==> config.mk <==
export PLATFORM = sky130hd
export DESIGN_NAME = multi_pool_first_fit_block_allocator_core
export DESIGN_NICKNAME = d
export VERILOG_FILES = /design/src/design/mpff_pkg.sv /design/src/design/multi_pool_first_fit_block_allocator_core.sv /design/src/design/mpff_ram.sv /design/src/design/mpff_div.sv
export SDC_FILE = /design/constraint.sdc
export NUM_CORES = 2
export LEC_CHECK = 0
export ABC_AREA = 1
export BUFFER_PORTS_ARGS = -buffer_cell sky130_fd_sc_hd__clkbuf_2
export CORE_MARGIN = 2
export CORE_UTILIZATION = 42
export CTS_BUF_LIST = sky130_fd_sc_hd__clkbuf_16
export DETAILED_ROUTE_END_ITERATION = 12
export PLACE_DENSITY = 0.61
export SKIP_CTS_REPAIR_TIMING = 1
export SLEW_MARGIN = 30
export SYNTH_ARGS = -nofsm -noshare
export SYNTH_HDL_FRONTEND = slang
export SYNTH_SLANG_ARGS = --single-unit
==> constraint.sdc <==
create_clock -name clk -period 17.4 [get_ports clk]
set_input_delay 0.87 -clock clk [delete_from_list [all_inputs] [get_ports clk]]
set_output_delay 0.87 -clock clk [all_outputs]
set_load 0.02 [all_outputs]
==> src/design/mpff_pkg.sv <==
// ---------------------------------------------------------------------------
// mpff_pkg: shared constants of the multi-pool first-fit block allocator
// codes for commands, result status and configuration register indexes
// ---------------------------------------------------------------------------
package mpff_pkg;

  // input field widths
  localparam int unsigned CMD_W    = 1;
  localparam int unsigned COUNT_W  = 16;
  localparam int unsigned FPOOL_W  = 2;
  localparam int unsigned FBLOCK_W = 8;
  localparam int unsigned IN_DATA_W  = 32;
  localparam int unsigned IN_USER_W  = 1;

  // result field widths
  localparam int unsigned STATUS_W = 2;
  localparam int unsigned GPOOL_W  = 2;
  localparam int unsigned GBLOCK_W = 8;
  localparam int unsigned OUT_DATA_W = 16;

  // configuration register widths
  localparam int unsigned EB_W   = 9;
  localparam int unsigned PB_W   = 21;
  localparam int unsigned PIU_W  = 3;
  localparam int unsigned BS_W   = 17;
  localparam int unsigned CFG_IDX_W  = 3;
  localparam int unsigned CFG_DATA_W = 21;
  localparam int unsigned NUM_BS = 4;

  // byte need: element_count * element_bytes
  localparam int unsigned BYTES_W = COUNT_W + EB_W;

  localparam logic [CMD_W-1:0] CMD_ALLOC = 1'b0;
  localparam logic [CMD_W-1:0] CMD_FREE  = 1'b1;

  localparam logic [STATUS_W-1:0] ST_OK       = 2'd0;
  localparam logic [STATUS_W-1:0] ST_NO_SPACE = 2'd1;
  localparam logic [STATUS_W-1:0] ST_BAD_FREE = 2'd2;

  localparam logic [CFG_IDX_W-1:0] REG_ELEMENT_BYTES = 3'd0;
  localparam logic [CFG_IDX_W-1:0] REG_POOL_BYTES    = 3'd1;
  localparam logic [CFG_IDX_W-1:0] REG_POOLS_IN_USE  = 3'd2;
  localparam logic [CFG_IDX_W-1:0] REG_BLOCK_SIZE_0  = 3'd3;
  localparam logic [CFG_IDX_W-1:0] REG_BLOCK_SIZE_1  = 3'd4;
  localparam logic [CFG_IDX_W-1:0] REG_BLOCK_SIZE_2  = 3'd5;
  localparam logic [CFG_IDX_W-1:0] REG_BLOCK_SIZE_3  = 3'd6;

  localparam logic [EB_W-1:0]  EB_RESET  = 9'd1;
  localparam logic [PB_W-1:0]  PB_RESET  = 21'd8192;
  localparam logic [PIU_W-1:0] PIU_RESET = 3'd1;
  localparam logic [BS_W-1:0]  BS0_RESET = 17'd32;
  localparam logic [BS_W-1:0]  BS1_RESET = 17'd64;
  localparam logic [BS_W-1:0]  BS2_RESET = 17'd128;
  localparam logic [BS_W-1:0]  BS3_RESET = 17'd256;

endpackage

==> src/design/multi_pool_first_fit_block_allocator_core.sv <==
// ---------------------------------------------------------------------------
// multi_pool_first_fit_block_allocator_core: bitmap first-fit allocator
// up to MAX_POOLS pools share one used-mark ram, scanned one block per cycle
// ---------------------------------------------------------------------------
// allocate: a prep step, then per tried pool a division and a scan of its blocks,
//   then marking of the needed blocks; free: a check, a division and a clear of the
//   span; one result per transaction, one transaction at a time, bounded by the
//   single-bit ram port and the iterative divider
// reset: synchronous active low; registers take their reset values, then the
//   block counts are divided out pool by pool and a clearing pass over every
//   ram address empties the ram; in_tready stays low meanwhile, and the same
//   happens after a pool_bytes or block size write
module multi_pool_first_fit_block_allocator_core #(
  parameter int unsigned MAX_POOLS  = 4,
  parameter int unsigned MAX_BLOCKS = 256
) (
  input  logic                            clk,
  input  logic                            rst_n,
  // input transaction
  input  logic                            in_tvalid,
  output logic                            in_tready,
  // element_count[15:0], free_pool[17:16], free_block[25:18], zero fill
  input  logic [mpff_pkg::IN_DATA_W-1:0]  in_tdata,
  // cmd[0]
  input  logic [mpff_pkg::IN_USER_W-1:0]  in_tuser,
  // result transaction
  output logic                            out_tvalid,
  input  logic                            out_tready,
  // status[1:0], got_pool[3:2], got_block[11:4], zero fill
  output logic [mpff_pkg::OUT_DATA_W-1:0] out_tdata,
  // configuration writes
  input  logic                            cfg_we,
  input  logic [mpff_pkg::CFG_IDX_W-1:0]  cfg_idx,
  input  logic [mpff_pkg::CFG_DATA_W-1:0] cfg_wdata
);

  import mpff_pkg::*;

  localparam int unsigned PW    = (MAX_POOLS > 1) ? $clog2(MAX_POOLS) : 1;
  localparam int unsigned BW    = $clog2(MAX_BLOCKS);
  localparam int unsigned NBW   = $clog2(MAX_BLOCKS + 1);
  localparam int unsigned NPW   = $clog2(MAX_POOLS + 1);
  localparam int unsigned SELW  = (NPW > FPOOL_W) ? NPW : FPOOL_W;
  localparam int unsigned DEPTH = MAX_POOLS * MAX_BLOCKS;
  localparam int unsigned AW    = $clog2(DEPTH);
  localparam int unsigned QW    = BYTES_W + 1;

  // sequencer states
  localparam logic [3:0] S_INIT_DIV  = 4'd0;
  localparam logic [3:0] S_INIT_WAIT = 4'd1;
  localparam logic [3:0] S_CLEAR     = 4'd2;
  localparam logic [3:0] S_IDLE      = 4'd3;
  localparam logic [3:0] S_PREP      = 4'd4;
  localparam logic [3:0] S_A_POOL    = 4'd5;
  localparam logic [3:0] S_A_DIV     = 4'd6;
  localparam logic [3:0] S_A_SCAN    = 4'd7;
  localparam logic [3:0] S_A_MARK    = 4'd8;
  localparam logic [3:0] S_F_CHK     = 4'd9;
  localparam logic [3:0] S_F_DIV     = 4'd10;
  localparam logic [3:0] S_F_CLR     = 4'd11;
  localparam logic [3:0] S_RESP      = 4'd12;

  // configuration registers
  logic [EB_W-1:0]  eb_r, eb_nxt;
  logic [PB_W-1:0]  pb_r, pb_nxt;
  logic [PIU_W-1:0] piu_r, piu_nxt;
  logic [BS_W-1:0]  bs_r [NUM_BS];
  logic [BS_W-1:0]  bs_nxt [NUM_BS];

  // per-pool geometry and free counts
  logic [NBW-1:0] nb_r [MAX_POOLS];
  logic [NBW-1:0] fc_r [MAX_POOLS];
  logic           nb_we, fc_we;
  logic [NBW-1:0] nb_wv, fc_wv;

  logic [3:0]          state_r, state_nxt;
  logic [NPW-1:0]      ip_r, ip_nxt;     // pool under init
  logic [NPW-1:0]      p_r, p_nxt;       // pool being worked on
  logic [AW-1:0]       clr_r, clr_nxt;

  // request fields
  logic [CMD_W-1:0]    cmd_r, cmd_nxt;
  logic [COUNT_W-1:0]  cnt_r, cnt_nxt;
  logic [FPOOL_W-1:0]  fpool_r, fpool_nxt;
  logic [FBLOCK_W-1:0] fblk_r, fblk_nxt;
  logic [BYTES_W-1:0]  bytes_r, bytes_nxt;

  // scan / mark / free sweep
  logic [NBW-1:0] ri_r, ri_nxt;       // next block to read
  logic [BW-1:0]  e_r, e_nxt;         // block whose mark arrives now
  logic           pend_r, pend_nxt;   // a read is in flight
  logic [NBW-1:0] run_r, run_nxt;
  logic [NBW-1:0] start_r, start_nxt;
  logic [NBW-1:0] need_r, need_nxt;
  logic [NBW-1:0] mk_r, mk_nxt;
  logic [NBW-1:0] end_r, end_nxt;

  // pending result and output register
  logic [STATUS_W-1:0] rs_r, rs_nxt;
  logic [GPOOL_W-1:0]  rp_r, rp_nxt;
  logic [GBLOCK_W-1:0] rb_r, rb_nxt;
  logic                ov_r, ov_nxt;
  logic [OUT_DATA_W-1:0] od_r, od_nxt;

  // derived values
  logic [NPW-1:0]  npools;
  logic [SELW-1:0] sel;
  logic [BS_W-1:0] bs_sel;
  logic [NBW-1:0]  nb_sel, fc_sel;

  // divider
  logic               div_start, div_done, div_rnz;
  logic [BYTES_W-1:0] div_a, div_q;
  logic [BS_W-1:0]    div_b;
  logic [QW-1:0]      qplus;

  // ram
  logic          ram_we, ram_wd, ram_rd;
  logic [AW-1:0] ram_wa, ram_ra;

  logic          geo_wr;
  logic [QW+1:0] endw;

  function automatic logic [AW-1:0] addr_of(input logic [SELW-1:0] pl,
                                            input logic [NBW-1:0] blk);
    return AW'(32'(pl) * MAX_BLOCKS + 32'(blk));
  endfunction

  mpff_ram #(.WIDTH(1), .DEPTH(DEPTH)) u_map (
    .clk   (clk),
    .we    (ram_we),
    .waddr (ram_wa),
    .wdata (ram_wd),
    .raddr (ram_ra),
    .rdata (ram_rd)
  );

  mpff_div #(.DW(BYTES_W), .SW(BS_W)) u_div (
    .clk      (clk),
    .rst_n    (rst_n),
    .start    (div_start),
    .dividend (div_a),
    .divisor  (div_b),
    .done     (div_done),
    .quot     (div_q),
    .rem_nz   (div_rnz)
  );

  // pool count clipped to what the hardware holds
  assign npools = (32'(piu_r) > MAX_POOLS) ? NPW'(MAX_POOLS) : NPW'(piu_r);

  // pool selected for geometry lookups
  always_comb begin
    priority if (state_r == S_INIT_DIV || state_r == S_INIT_WAIT) begin
      sel = SELW'(ip_r);
    end else if (state_r == S_F_CHK) begin
      sel = SELW'(fpool_r);
    end else begin
      sel = SELW'(p_r);
    end
    bs_sel = '0;
    for (int k = 0; k < NUM_BS; k++) begin
      if (32'(sel) == k && k < MAX_POOLS) bs_sel = bs_r[k];
    end
    nb_sel = '0;
    fc_sel = '0;
    for (int k = 0; k < MAX_POOLS; k++) begin
      if (32'(sel) == k) begin
        nb_sel = nb_r[k];
        fc_sel = fc_r[k];
      end
    end
  end

  assign qplus = QW'(div_q) + QW'(div_rnz);
  assign endw  = (QW+2)'(fblk_r) + (QW+2)'(qplus);
  assign geo_wr = cfg_we && (cfg_idx == REG_POOL_BYTES || cfg_idx == REG_BLOCK_SIZE_0 ||
                             cfg_idx == REG_BLOCK_SIZE_1 || cfg_idx == REG_BLOCK_SIZE_2 ||
                             cfg_idx == REG_BLOCK_SIZE_3);

  always_comb begin
    state_nxt = state_r;
    ip_nxt    = ip_r;
    p_nxt     = p_r;
    clr_nxt   = clr_r;
    cmd_nxt   = cmd_r;
    cnt_nxt   = cnt_r;
    fpool_nxt = fpool_r;
    fblk_nxt  = fblk_r;
    bytes_nxt = bytes_r;
    ri_nxt    = ri_r;
    e_nxt     = e_r;
    pend_nxt  = 1'b0;
    run_nxt   = run_r;
    start_nxt = start_r;
    need_nxt  = need_r;
    mk_nxt    = mk_r;
    end_nxt   = end_r;
    rs_nxt    = rs_r;
    rp_nxt    = rp_r;
    rb_nxt    = rb_r;
    ov_nxt    = ov_r;
    od_nxt    = od_r;
    eb_nxt    = eb_r;
    pb_nxt    = pb_r;
    piu_nxt   = piu_r;
    bs_nxt    = bs_r;
    nb_we     = 1'b0;
    fc_we     = 1'b0;
    nb_wv     = '0;
    fc_wv     = '0;
    div_start = 1'b0;
    div_a     = bytes_r;
    div_b     = bs_sel;
    ram_we    = 1'b0;
    ram_wa    = addr_of(sel, ri_r);
    ram_wd    = 1'b0;
    ram_ra    = addr_of(sel, ri_r);

    // output register drains independently of the sequencer
    if (ov_r && out_tready) ov_nxt = 1'b0;

    unique case (state_r)
      // divide pool_bytes by each block size to get block counts
      S_INIT_DIV: begin
        if (32'(ip_r) == MAX_POOLS) begin
          clr_nxt   = '0;
          state_nxt = S_CLEAR;
        end else if (bs_sel == '0) begin
          nb_we  = 1'b1;
          fc_we  = 1'b1;
          ip_nxt = ip_r + 1'b1;
        end else begin
          div_start = 1'b1;
          div_a     = BYTES_W'(pb_r);
          state_nxt = S_INIT_WAIT;
        end
      end
      S_INIT_WAIT: begin
        if (div_done) begin
          nb_we     = 1'b1;
          fc_we     = 1'b1;
          nb_wv     = (32'(div_q) > MAX_BLOCKS) ? NBW'(MAX_BLOCKS) : NBW'(div_q);
          fc_wv     = nb_wv;
          ip_nxt    = ip_r + 1'b1;
          state_nxt = S_INIT_DIV;
        end
      end
      // sweep every used mark back to free
      S_CLEAR: begin
        ram_we  = 1'b1;
        ram_wa  = clr_r;
        ram_wd  = 1'b0;
        clr_nxt = clr_r + 1'b1;
        if (32'(clr_r) == DEPTH - 1) state_nxt = S_IDLE;
      end
      S_IDLE: begin
        if (in_tvalid) begin
          cmd_nxt   = in_tuser[0];
          cnt_nxt   = in_tdata[COUNT_W-1:0];
          fpool_nxt = in_tdata[COUNT_W +: FPOOL_W];
          fblk_nxt  = in_tdata[COUNT_W+FPOOL_W +: FBLOCK_W];
          state_nxt = S_PREP;
        end
      end
      S_PREP: begin
        bytes_nxt = BYTES_W'(cnt_r) * BYTES_W'(eb_r);
        p_nxt     = '0;
        rp_nxt    = '0;
        rb_nxt    = '0;
        state_nxt = (cmd_r == CMD_FREE) ? S_F_CHK : S_A_POOL;
      end
      // allocate: try pools in order
      S_A_POOL: begin
        priority if (bytes_r == '0 || p_r >= npools) begin
          rs_nxt    = ST_NO_SPACE;
          state_nxt = S_RESP;
        end else if (nb_sel == '0) begin
          p_nxt = p_r + 1'b1;
        end else begin
          div_start = 1'b1;
          state_nxt = S_A_DIV;
        end
      end
      S_A_DIV: begin
        if (div_done) begin
          if (qplus > QW'(fc_sel)) begin
            p_nxt     = p_r + 1'b1;
            state_nxt = S_A_POOL;
          end else begin
            need_nxt  = NBW'(qplus);
            ri_nxt    = '0;
            run_nxt   = '0;
            start_nxt = '0;
            state_nxt = S_A_SCAN;
          end
        end
      end
      // first-fit scan, one mark per cycle, reads run one ahead
      S_A_SCAN: begin
        if (pend_r) begin
          if (ram_rd) begin
            run_nxt   = '0;
            start_nxt = NBW'(e_r) + 1'b1;
          end else begin
            run_nxt = run_r + 1'b1;
          end
        end
        if (pend_r && !ram_rd && (run_r + 1'b1 == need_r)) begin
          fc_we     = 1'b1;
          fc_wv     = fc_sel - need_r;
          mk_nxt    = '0;
          state_nxt = S_A_MARK;
        end else if (pend_r && (NBW'(e_r) + 1'b1 == nb_sel)) begin
          p_nxt     = p_r + 1'b1;
          state_nxt = S_A_POOL;
        end else if (ri_r < nb_sel) begin
          pend_nxt = 1'b1;
          e_nxt    = BW'(ri_r);
          ri_nxt   = ri_r + 1'b1;
        end
      end
      S_A_MARK: begin
        ram_we = 1'b1;
        ram_wa = addr_of(sel, start_r + mk_r);
        ram_wd = 1'b1;
        mk_nxt = mk_r + 1'b1;
        if (mk_r + 1'b1 == need_r) begin
          rs_nxt    = ST_OK;
          rp_nxt    = GPOOL_W'(p_r);
          rb_nxt    = GBLOCK_W'(start_r);
          state_nxt = S_RESP;
        end
      end
      // free: validate, size the span, clear it
      S_F_CHK: begin
        if (32'(fpool_r) < 32'(npools) && 32'(fblk_r) < 32'(nb_sel)) begin
          p_nxt     = NPW'(fpool_r);
          div_start = 1'b1;
          state_nxt = S_F_DIV;
        end else begin
          rs_nxt    = ST_BAD_FREE;
          state_nxt = S_RESP;
        end
      end
      S_F_DIV: begin
        if (div_done) begin
          end_nxt = (endw > (QW+2)'(nb_sel)) ? nb_sel : NBW'(endw);
          ri_nxt  = NBW'(fblk_r);
          rs_nxt  = ST_OK;
          if (qplus == '0) begin
            state_nxt = S_RESP;
          end else begin
            state_nxt = S_F_CLR;
          end
        end
      end
      // write zero to an address and read its old mark in the same cycle
      S_F_CLR: begin
        if (pend_r && ram_rd) begin
          fc_we = 1'b1;
          fc_wv = fc_sel + 1'b1;
        end
        if (ri_r < end_r) begin
          ram_we   = 1'b1;
          ram_wa   = addr_of(sel, ri_r);
          ram_wd   = 1'b0;
          pend_nxt = 1'b1;
          ri_nxt   = ri_r + 1'b1;
        end else if (!pend_r) begin
          state_nxt = S_RESP;
        end
      end
      S_RESP: begin
        if (!ov_r || out_tready) begin
          ov_nxt    = 1'b1;
          od_nxt    = OUT_DATA_W'({rb_r, rp_r, rs_r});
          state_nxt = S_IDLE;
        end
      end
      default: begin
        state_nxt = S_IDLE;
      end
    endcase

    // configuration writes; geometry changes restart the init sequence
    if (cfg_we) begin
      unique case (cfg_idx)
        REG_ELEMENT_BYTES: eb_nxt    = cfg_wdata[EB_W-1:0];
        REG_POOL_BYTES:    pb_nxt    = cfg_wdata[PB_W-1:0];
        REG_POOLS_IN_USE:  piu_nxt   = cfg_wdata[PIU_W-1:0];
        REG_BLOCK_SIZE_0:  bs_nxt[0] = cfg_wdata[BS_W-1:0];
        REG_BLOCK_SIZE_1:  bs_nxt[1] = cfg_wdata[BS_W-1:0];
        REG_BLOCK_SIZE_2:  bs_nxt[2] = cfg_wdata[BS_W-1:0];
        REG_BLOCK_SIZE_3:  bs_nxt[3] = cfg_wdata[BS_W-1:0];
        default: ;
      endcase
    end
    if (geo_wr) begin
      ip_nxt    = '0;
      state_nxt = S_INIT_DIV;
    end
  end

  always_ff @(posedge clk) begin
    if (!rst_n) begin
      state_r <= S_INIT_DIV;
      ip_r    <= '0;
      p_r     <= '0;
      clr_r   <= '0;
      pend_r  <= 1'b0;
      ov_r    <= 1'b0;
      eb_r    <= EB_RESET;
      pb_r    <= PB_RESET;
      piu_r   <= PIU_RESET;
      bs_r[0] <= BS0_RESET;
      bs_r[1] <= BS1_RESET;
      bs_r[2] <= BS2_RESET;
      bs_r[3] <= BS3_RESET;
    end else begin
      state_r <= state_nxt;
      ip_r    <= ip_nxt;
      p_r     <= p_nxt;
      clr_r   <= clr_nxt;
      pend_r  <= pend_nxt;
      ov_r    <= ov_nxt;
      eb_r    <= eb_nxt;
      pb_r    <= pb_nxt;
      piu_r   <= piu_nxt;
      bs_r    <= bs_nxt;
    end
    cmd_r   <= cmd_nxt;
    cnt_r   <= cnt_nxt;
    fpool_r <= fpool_nxt;
    fblk_r  <= fblk_nxt;
    bytes_r <= bytes_nxt;
    ri_r    <= ri_nxt;
    e_r     <= e_nxt;
    run_r   <= run_nxt;
    start_r <= start_nxt;
    need_r  <= need_nxt;
    mk_r    <= mk_nxt;
    end_r   <= end_nxt;
    rs_r    <= rs_nxt;
    rp_r    <= rp_nxt;
    rb_r    <= rb_nxt;
    od_r    <= od_nxt;
    for (int k = 0; k < MAX_POOLS; k++) begin
      if (nb_we && 32'(sel) == k) nb_r[k] <= nb_wv;
      if (fc_we && 32'(sel) == k) fc_r[k] <= fc_wv;
    end
  end

  assign in_tready  = (state_r == S_IDLE);
  assign out_tvalid = ov_r;
  assign out_tdata  = od_r;

endmodule

==> src/design/mpff_ram.sv <==
// ---------------------------------------------------------------------------
// mpff_ram: generic simple dual-port ram
// one write port, one read port, registered read returning old data
// ---------------------------------------------------------------------------
module mpff_ram #(
  parameter int unsigned WIDTH = 1,
  parameter int unsigned DEPTH = 1024
) (
  input  logic                     clk,
  input  logic                     we,
  input  logic [$clog2(DEPTH)-1:0] waddr,
  input  logic [WIDTH-1:0]         wdata,
  input  logic [$clog2(DEPTH)-1:0] raddr,
  output logic [WIDTH-1:0]         rdata
);

  logic [WIDTH-1:0] mem [DEPTH];

  always_ff @(posedge clk) begin
    if (we) begin
      mem[waddr] <= wdata;
    end
    rdata <= mem[raddr];
  end

endmodule

==> src/design/mpff_div.sv <==
// ---------------------------------------------------------------------------
// mpff_div: iterative restoring divider
// one quotient bit per cycle, done pulses when quotient and remainder settle
// ---------------------------------------------------------------------------
module mpff_div #(
  parameter int unsigned DW = 25,
  parameter int unsigned SW = 17
) (
  input  logic          clk,
  input  logic          rst_n,
  input  logic          start,
  input  logic [DW-1:0] dividend,
  input  logic [SW-1:0] divisor,
  output logic          done,
  output logic [DW-1:0] quot,
  output logic          rem_nz
);

  localparam int unsigned CW = $clog2(DW + 1);

  logic [DW-1:0] q_r, q_nxt;
  logic [SW-1:0] rem_r, rem_nxt;
  logic [SW-1:0] dvs_r, dvs_nxt;
  logic [CW-1:0] cnt_r, cnt_nxt;
  logic          busy_r, busy_nxt;
  logic          done_r, done_nxt;
  logic [SW:0]   rem_sh;
  logic          ge;

  always_comb begin
    q_nxt    = q_r;
    rem_nxt  = rem_r;
    dvs_nxt  = dvs_r;
    cnt_nxt  = cnt_r;
    busy_nxt = busy_r;
    done_nxt = 1'b0;
    rem_sh   = {rem_r, q_r[DW-1]};
    ge       = rem_sh >= {1'b0, dvs_r};
    if (start) begin
      q_nxt    = dividend;
      rem_nxt  = '0;
      dvs_nxt  = divisor;
      cnt_nxt  = CW'(DW);
      busy_nxt = 1'b1;
    end else if (busy_r) begin
      rem_nxt = ge ? SW'(rem_sh - {1'b0, dvs_r}) : SW'(rem_sh);
      q_nxt   = {q_r[DW-2:0], ge};
      cnt_nxt = cnt_r - 1'b1;
      if (cnt_r == CW'(1)) begin
        busy_nxt = 1'b0;
        done_nxt = 1'b1;
      end
    end
  end

  always_ff @(posedge clk) begin
    if (!rst_n) begin
      busy_r <= 1'b0;
      done_r <= 1'b0;
      cnt_r  <= '0;
    end else begin
      busy_r <= busy_nxt;
      done_r <= done_nxt;
      cnt_r  <= cnt_nxt;
    end
    q_r   <= q_nxt;
    rem_r <= rem_nxt;
    dvs_r <= dvs_nxt;
  end

  assign done   = done_r;
  assign quot   = q_r;
  assign rem_nz = rem_r != '0;

endmodule

Word level (Yosys, flattened, before mapping)
Memory sizes are Yosys's and may differ from the RTL's. A register that Yosys moved wholly into a read port is not among the register bits. Cells that the tools add are included.

Register bits after elaboration: 327. Memory bits (writable): 1096. Bits of input ports: 62. Output and inout port bits: 18. Logic and storage cells: 354. Memories: 3.

Memories: u_map.mem (words 1024, width 1, read ports 1, clocked after memory_dff 1, wr ports 1, RTL line mpff_ram.sv:17) `logic [WIDTH-1:0] mem [DEPTH];`; fc_r (words 4, width 9, read ports 4, clocked after memory_dff 0, wr ports 1, RTL line multi_pool_first_fit_block_allocator_core.sv:72) `logic [NBW-1:0] fc_r [MAX_POOLS];`; nb_r (words 4, width 9, read ports 4, clocked after memory_dff 0, wr ports 1, RTL line multi_pool_first_fit_block_allocator_core.sv:71) `logic [NBW-1:0] nb_r [MAX_POOLS];`.

Add/sub/neg operators: 16. Multipliers: 1. Magnitude comparators: 10. Equal/unequal tests: 57. Muxes and demuxes: 153. Bitwise operators: 5. Reduce and logical (&&, ||, !) cells: 73.

Operator list (number): $mux 9 (32); $mux 25 (5); $mux 17 (5); $mux 4 (16); $pmux 9 s2 (3); $reduce_or 9->1 (6); $pmux 4 s13 (1); $mux 1 (46); $mux 3 (15); $ne 2x2->1 const B (20); $pmux 10 s2 (2); $add 9x1->9 const B (4); $pmux 9 s4 (1); $add 8x26->27 (1); $eq 9x9->1 (3); $gt 27x9->1 (1); $pmux 9 s3 (1); $add 25x1->26 (1); $gt 26x9->1 (1); $logic_not 26->1 (1); $reduce_and 2->1 (13); $gt 25x9->1 const B (1); $logic_not 25->1 (1); $mul 16x9->25 (1); other kinds (56) (134).

Longest topological paths before layout
Depth in word-level cells: 19. Gate-level depth with buffers: 31. Gate-level depth less buffers: 30.

Hierarchy
Synthesis repeated with hierarchy kept, for this count alone.

Cell total of the unflattened synthesis: 8143. Area, all modules: 73555.5 um^2.

Modules (own cells, without submodules): mpff_ram (instances 1, cells each 4679, area each 46392.0 um^2, seq. area each 30769.5 um^2); multi_pool_first_fit_block_allocator_core (instances 1, cells each 2931, area each 23197.2 um^2, seq. area each 8768.4 um^2); mpff_div (instances 1, cells each 533, area each 3966.3 um^2, seq. area each 1741.7 um^2).

Worst setup path before layout
Ideal clock, no wire load.

Path type: reg2reg. Start point: reg state_r[3]. End point: mem u_map.mem[958] (enable). Library setup time: 0.303 ns. Data arrival time: 18.207 ns. Required time: 17.097 ns. Setup slack: -1.110 ns. Stages on the path, launching flop included: 12. Path through: dfxtp_1 -> inv_2 -> nor2_4 -> inv_1 -> nor2_2 -> nor2_2 -> a21oi_1 -> inv_1 -> nor3_1 -> nand2_1 -> buf_2 -> nor2_1.

Cells in the longest elaborated chain, start to end: 5. Elaborated cells on any way between the ends: 16. Those cells by class: add/sub: 2; eq/ne: 5; mux: 6; reduce/logical: 3.

RTL lines: from (decl) (RTL line multi_pool_first_fit_block_allocator_core.sv:76) `logic [3:0] state_r, state_nxt;`; from (signal assigned) (RTL line multi_pool_first_fit_block_allocator_core.sv:421) `state_r <= state_nxt;`; $eq 4x4->1 (tied with other cells) (RTL line multi_pool_first_fit_block_allocator_core.sv:156) `end else if (state_r == S_F_CHK) begin`; $mux 3 (tied with other cells) (RTL line multi_pool_first_fit_block_allocator_core.sv:156); $mux 3 or $pmux 1 s2 (tied branches) (RTL line multi_pool_first_fit_block_allocator_core.sv:154, multi_pool_first_fit_block_allocator_core.sv:223); $add 10x9->10 or $mux 1 (tied branches) (RTL line multi_pool_first_fit_block_allocator_core.sv:126, mpff_ram.sv:20); $pmux 10 s2 or $mux 1 (tied branches) (RTL line multi_pool_first_fit_block_allocator_core.sv:223, mpff_ram.sv:21); to (decl) (RTL line mpff_ram.sv:17).

Several ways; a longest one is shown, not always the timed one.

Worst setup path in the final report
Start point: reg state_r[3]. End point: reg need_r[2] (enable).

Cells in the longest elaborated chain, start to end: 11. Elaborated cells on any way between the ends: 18. Those cells by class: order compare: 1; eq/ne: 6; mux: 6; bitwise: 1; reduce/logical: 4.

RTL lines: $eq 4x4->1 (tied with other cells) (RTL line multi_pool_first_fit_block_allocator_core.sv:156); $mux 3 or $logic_or 1x1->1 (tied branches) (RTL line multi_pool_first_fit_block_allocator_core.sv:156, multi_pool_first_fit_block_allocator_core.sv:154); $mux 3 (RTL line multi_pool_first_fit_block_allocator_core.sv:154) `priority if (state_r == S_INIT_DIV || state_r == S_INIT_WAIT) begin`; $logic_not 3->1 (RTL line multi_pool_first_fit_block_allocator_core.sv:168) `if (32'(sel) == k) begin`; $mux 9 (4 in series) (RTL line multi_pool_first_fit_block_allocator_core.sv:168); $gt 26x9->1 (RTL line multi_pool_first_fit_block_allocator_core.sv:287) `if (qplus > QW'(fc_sel)) begin`; $not 1->1 (no source line); $reduce_and 3->1 (no source line) *; to (signal assigned) (RTL line multi_pool_first_fit_block_allocator_core.sv:441) `need_r <= need_nxt;`; to (decl) (RTL line multi_pool_first_fit_block_allocator_core.sv:94) `logic [NBW-1:0] need_r, need_nxt;`.

Mark *: on every way between the ends. The rest lies on a longest branch, timed or not. A chain may end at the register's enable or synchronous reset.

==> summary by stage <==
Final layout
The growth of design area from synthesis to finish is 9.80%. The share of cells above drive strength 1 is 6.97%. Across the whole layout, storage elements account for 41,300 um^2.

For this run, the number of standard cells in the final layout without fillers is just under 10k. The count of antenna diodes in the layout is 0. In the layout the commonest cells are 2,090 x nor2_1, 1,276 x edfxtp_1, 814 x nand2_1, 814 x o21ai_0, 514 x inv_1. In the final design database the tool counted 7,705 nets.

The most common library cell in the layout ignoring fill and taps is nor2_1. The footprint of the multi-input gates is 26,100 um^2. The fill cell total of the finished layout is roughly 16k.

Global route
The final global-route overflow total is 0. The via count of the first global-routing pass is 52.0k. The global routing usage summed across all routing layers is 24.1%. The number of antenna violations at the first check in global routing is 8. The pin count of the biggest net entering global routing is 260. The first global-routing pass estimated 319,000 um of wire.

Place
At the end of routability-driven placement, the weighted congestion stood at 0.914. The worst slack at placement is about 12 ns. Port buffering added 69 buffers.

Detailed placement ended at an HPWL of 124,000 um. The number of cells in the design after placement is about 9.5k.

STA
The number of hold violations in the final report was 0. Once routing completed, OpenROAD measured the worst setup slack at 11.58 ns. The fmax is ~0.17 GHz.

The final setup violation count is 0. The number of slew-limit violations in the final report is 0. For the pin with the worst max-slew slack, the measured transition is 0.981 ns. The worst hold slack is 0.240 ns. After routing, the total negative slack on setup checks comes to 0 ns. Setup repair after global routing left no endpoint under its margin. The clock skew is between 0.03 and 0.04 ns. The final critical delay including setup and external delays is 5.82 ns.

The share of the clock period used by the worst path after layout is 33.5%. The headroom to the max-slew limit is 34.6%.

Drt
The number of DRC markers after the initial detailed-route iteration is 7,224. In the routed layout, each cell is associated on average with a via count of roughly 5.7. In the routed design, unresolved DRC markers number 0. The average routed wire per standard cell is 22.0 um. Before antenna repair, the detailed router went through 7 iterations.

The post-detailed-route count of antenna-violating nets is 0. The sum of routed wire length over all layers is 214,000 um. The via count is 55.5k.

Critical path
The arrival time reported for the critical path endpoint is 6.25 ns. In this run the worst path has a maximum fanout of 25. Data on the critical path is required at its endpoint by 17.83 ns. The setup slack of the most critical reg-to-reg path is 11.58 ns. The worst reg2reg path depth is 24. The reg-to-reg critical path startpoint is state_r[3]$_SDFFE_PP0P_. STA classifies the critical path endpoint as a register. STA classifies the critical path startpoint as a register. In this run the critical register-to-register path is captured at need_r[2]$_DFFE_PP_. The worst setup path is of the reg -> reg kind.

Floorplanning
The total number of placement rows is 151. The initial cell density of the core is 42.3%. The number of primary I/O pins is 80. The horizontal extent of the die is approximately 420 um. The total area inside the core boundary comes to 169,000 um^2.

The die extent in y is roughly 420 um. The die area is 173,000 um^2.

Synth
The dominant register cell in the synthesized netlist is edfxtp_1. Of all flip-flops after synthesis, the portion carrying an async set or reset was 0%. Yosys printed 0 warnings.

The number of instances in the synthesized netlist is 7,567. After synthesis, the netlist uses 65 different library cells. In this run, synthesis produced a sequential element count of around 1.4k. The post-synthesis cell area is about 71,000 um^2. The sequential element share of the synthesized area is just under 60%. Counting flops with a built-in enable in the synthesized netlist gives 1,276. The synthesized area per cell is 9.44 um^2.

Power and ir drop
For this design the static power due to leakage is 26.1 nW. VDD sags by at most 0.109 mV. The cell area power density is 113 nW/um^2.

Min path
The hold-critical path endpoint is cnt_r[5]$_DFFE_PP_. The startpoint identified for the worst hold timing path is in_tdata[5]. The path category of the worst min-delay check is in -> reg.

Along the worst hold path, the cell count comes to 1.

Clock tree
The H-tree was split into 4 levels. The CTS clock-pin slew for the worst setup and hold paths is 0.06 ns. The maximum buffer depth of the clock tree is 3. Clock tree synthesis selected as its root buffer the cell clkbuf_16. Clock latency on the worst-skew pair, taken at its later pin, is 0.82 ns. The number of CTS-inserted buffers is 153.

The clock sink total is 1,424. The TritonCTS clock tree is built.

Outcome
The run finished with clean final reports.

Job
Max-cap violations in this run came to 0.
[worst max-delay path by stage]
stage / startpoint / endpoint / slack [ns] / cells past startpoint
6_report: state_r[3]$_SDFFE_PP0P_ / need_r[2]$_DFFE_PP_ / 11.58 / 24
5_1_grt: state_r[3]$_SDFFE_PP0P_ / need_r[4]$_DFFE_PP_ / 11.14 / 24
4_1_cts: state_r[3]$_SDFFE_PP0P_ / run_r[1]$_SDFFCE_PP0P_ / 11.47 / 24
3_5_place_dp: state_r[3]$_SDFFE_PP0P_ / run_r[8]$_SDFFCE_PP0P_ / 11.50 / 24
3_3_place_gp: state_r[3]$_SDFFE_PP0P_ / run_r[5]$_SDFFCE_PP0P_ / 11.62 / 24
2_1_floorplan: state_r[3]$_SDFFE_PP0P_ / u_map.mem[958]$_DFFE_PP_ / 5.83 / 11
[sequential cells by signal, indices dropped and copies added, names as in the netlist, 21 cells and up]
name        flops
bs_r           68
pb_r           21
nb_r           36
bytes_r        25
fc_r           36
u_map.mem    1024
u_div.quot     25
[Yosys cell counts (all sizes together) (2+ instances only)]
| master | n | area (um^2) |
|---|---|---|
| nor2 | 2118 | 8070 |
| edfxtp | 1276 | 38300 |
| nand2 | 859 | 3270 |
| o21ai | 831 | 4170 |
| inv | 491 | 1850 |
| o22ai | 317 | 1980 |
| clkbuf | 310 | 1160 |
| nand3 | 225 | 1140 |
| buf | 220 | 1150 |
| a21oi | 153 | 766 |
| dfxtp | 148 | 2960 |
| ha | 147 | 1840 |
| fa | 103 | 2060 |
| nand4 | 73 | 457 |
| xor2 | 69 | 604 |
| nor3 | 43 | 230 |
| xnor2 | 33 | 289 |
| nor4 | 18 | 113 |
| o21a | 14 | 105 |
| nand3b | 13 | 97.6 |
| o211ai | 12 | 90.1 |
| or2 | 11 | 68.8 |
| a22o | 8 | 70.1 |
| a31oi | 8 | 50.1 |
| a221oi | 7 | 61.3 |
| clkinv | 7 | 26.3 |
| o21bai | 7 | 52.6 |
| a211oi | 6 | 45.0 |
| o2111ai | 6 | 58.8 |
| o31ai | 6 | 45.0 |
| nor3b | 5 | 42.5 |
| a21o | 4 | 31.3 |
| a22oi | 4 | 40.0 |
| a21boi | 3 | 22.5 |
| o32ai | 2 | 17.5 |
[layout make-up]
| cell class | count | share of cell area (%) |
|---|---|---|
| Multi-Input combinational cell | 5118 | 33.3 |
| Inverter | 498 | 2.41 |
| Clock inverter | 123 | 1.36 |
| Clock buffer | 155 | 4.94 |
| Tap cell | 2218 | 3.54 |
| Sequential cell | 1424 | 52.6 |
| Timing Repair Buffer | 198 | 1.81 |
[critical path, stage by stage, from the launching register on]
cell and delay [ns]:
dfxtp_1 0.43, inv_2 0.07, nor2_4 0.16, nand2_2 0.11, nand2_1 0.08, nand2_1 0.05, nand2_1 0.06, nand2_1 0.41
buf_4 0.42, nor2_4 0.69, nand2_1 0.10, nand2_1 0.10, a21oi_1 0.04, nand2_1 0.26, inv_1 0.09, ha_1 0.32
a21oi_1 0.15, o21ai_0 0.09, a21boi_0 0.15, o21ai_0 0.13, nand3_1 0.09, nand2_1 0.11, nor2_1 0.25, nand3_1 0.32
nor2_1 0.71
[power by group]
group	total (mW)	internal, mW	switching [mW]
logic	1.75	0.520	1.23
registers	3.92	3.83	0.0948
clock network	3.23	1.81	1.41
[cells by family (layout without fill, tap and decap cells)]
logic type / count (synthesis) / in the layout / synth area share [%]
xor gates and xnor gates: 102 / 102 / 1.25
and+or+nand+nor: 3370 / 3370 / 18.9
DFF: 1424 / 1424 / 57.8
AOI/OAI and AO/OA: 1392 / 1392 / 10.7
other: 1 / 4 / 0.00525
buffers and inverters: 1028 / 974 / 5.87
adders and majority gates: 250 / 250 / 5.46
[metrics by stage]
stage	instance area (um^2)	utilization (%)	total power, mW
5_1_grt	78400	46.4	9.28
3_5_place_dp	73400	43.4	5.71
3_3_place_gp	73400	43.4	5.68
6_report	78400	46.4	8.90
4_1_cts	78400	46.4	8.93
2_1_floorplan	71500	-	5.20
[per-layer routing]
layer	share of wire, %	track usage, %	vias up
met5	0.029	0	-
met1	42	35.0	27200
li1	-	-	25300
met2	44	36.2	2637
met3	11	4.89	397
met4	3.0	7.64	4
No activity file was read; power rests on OpenSTA's default activity.
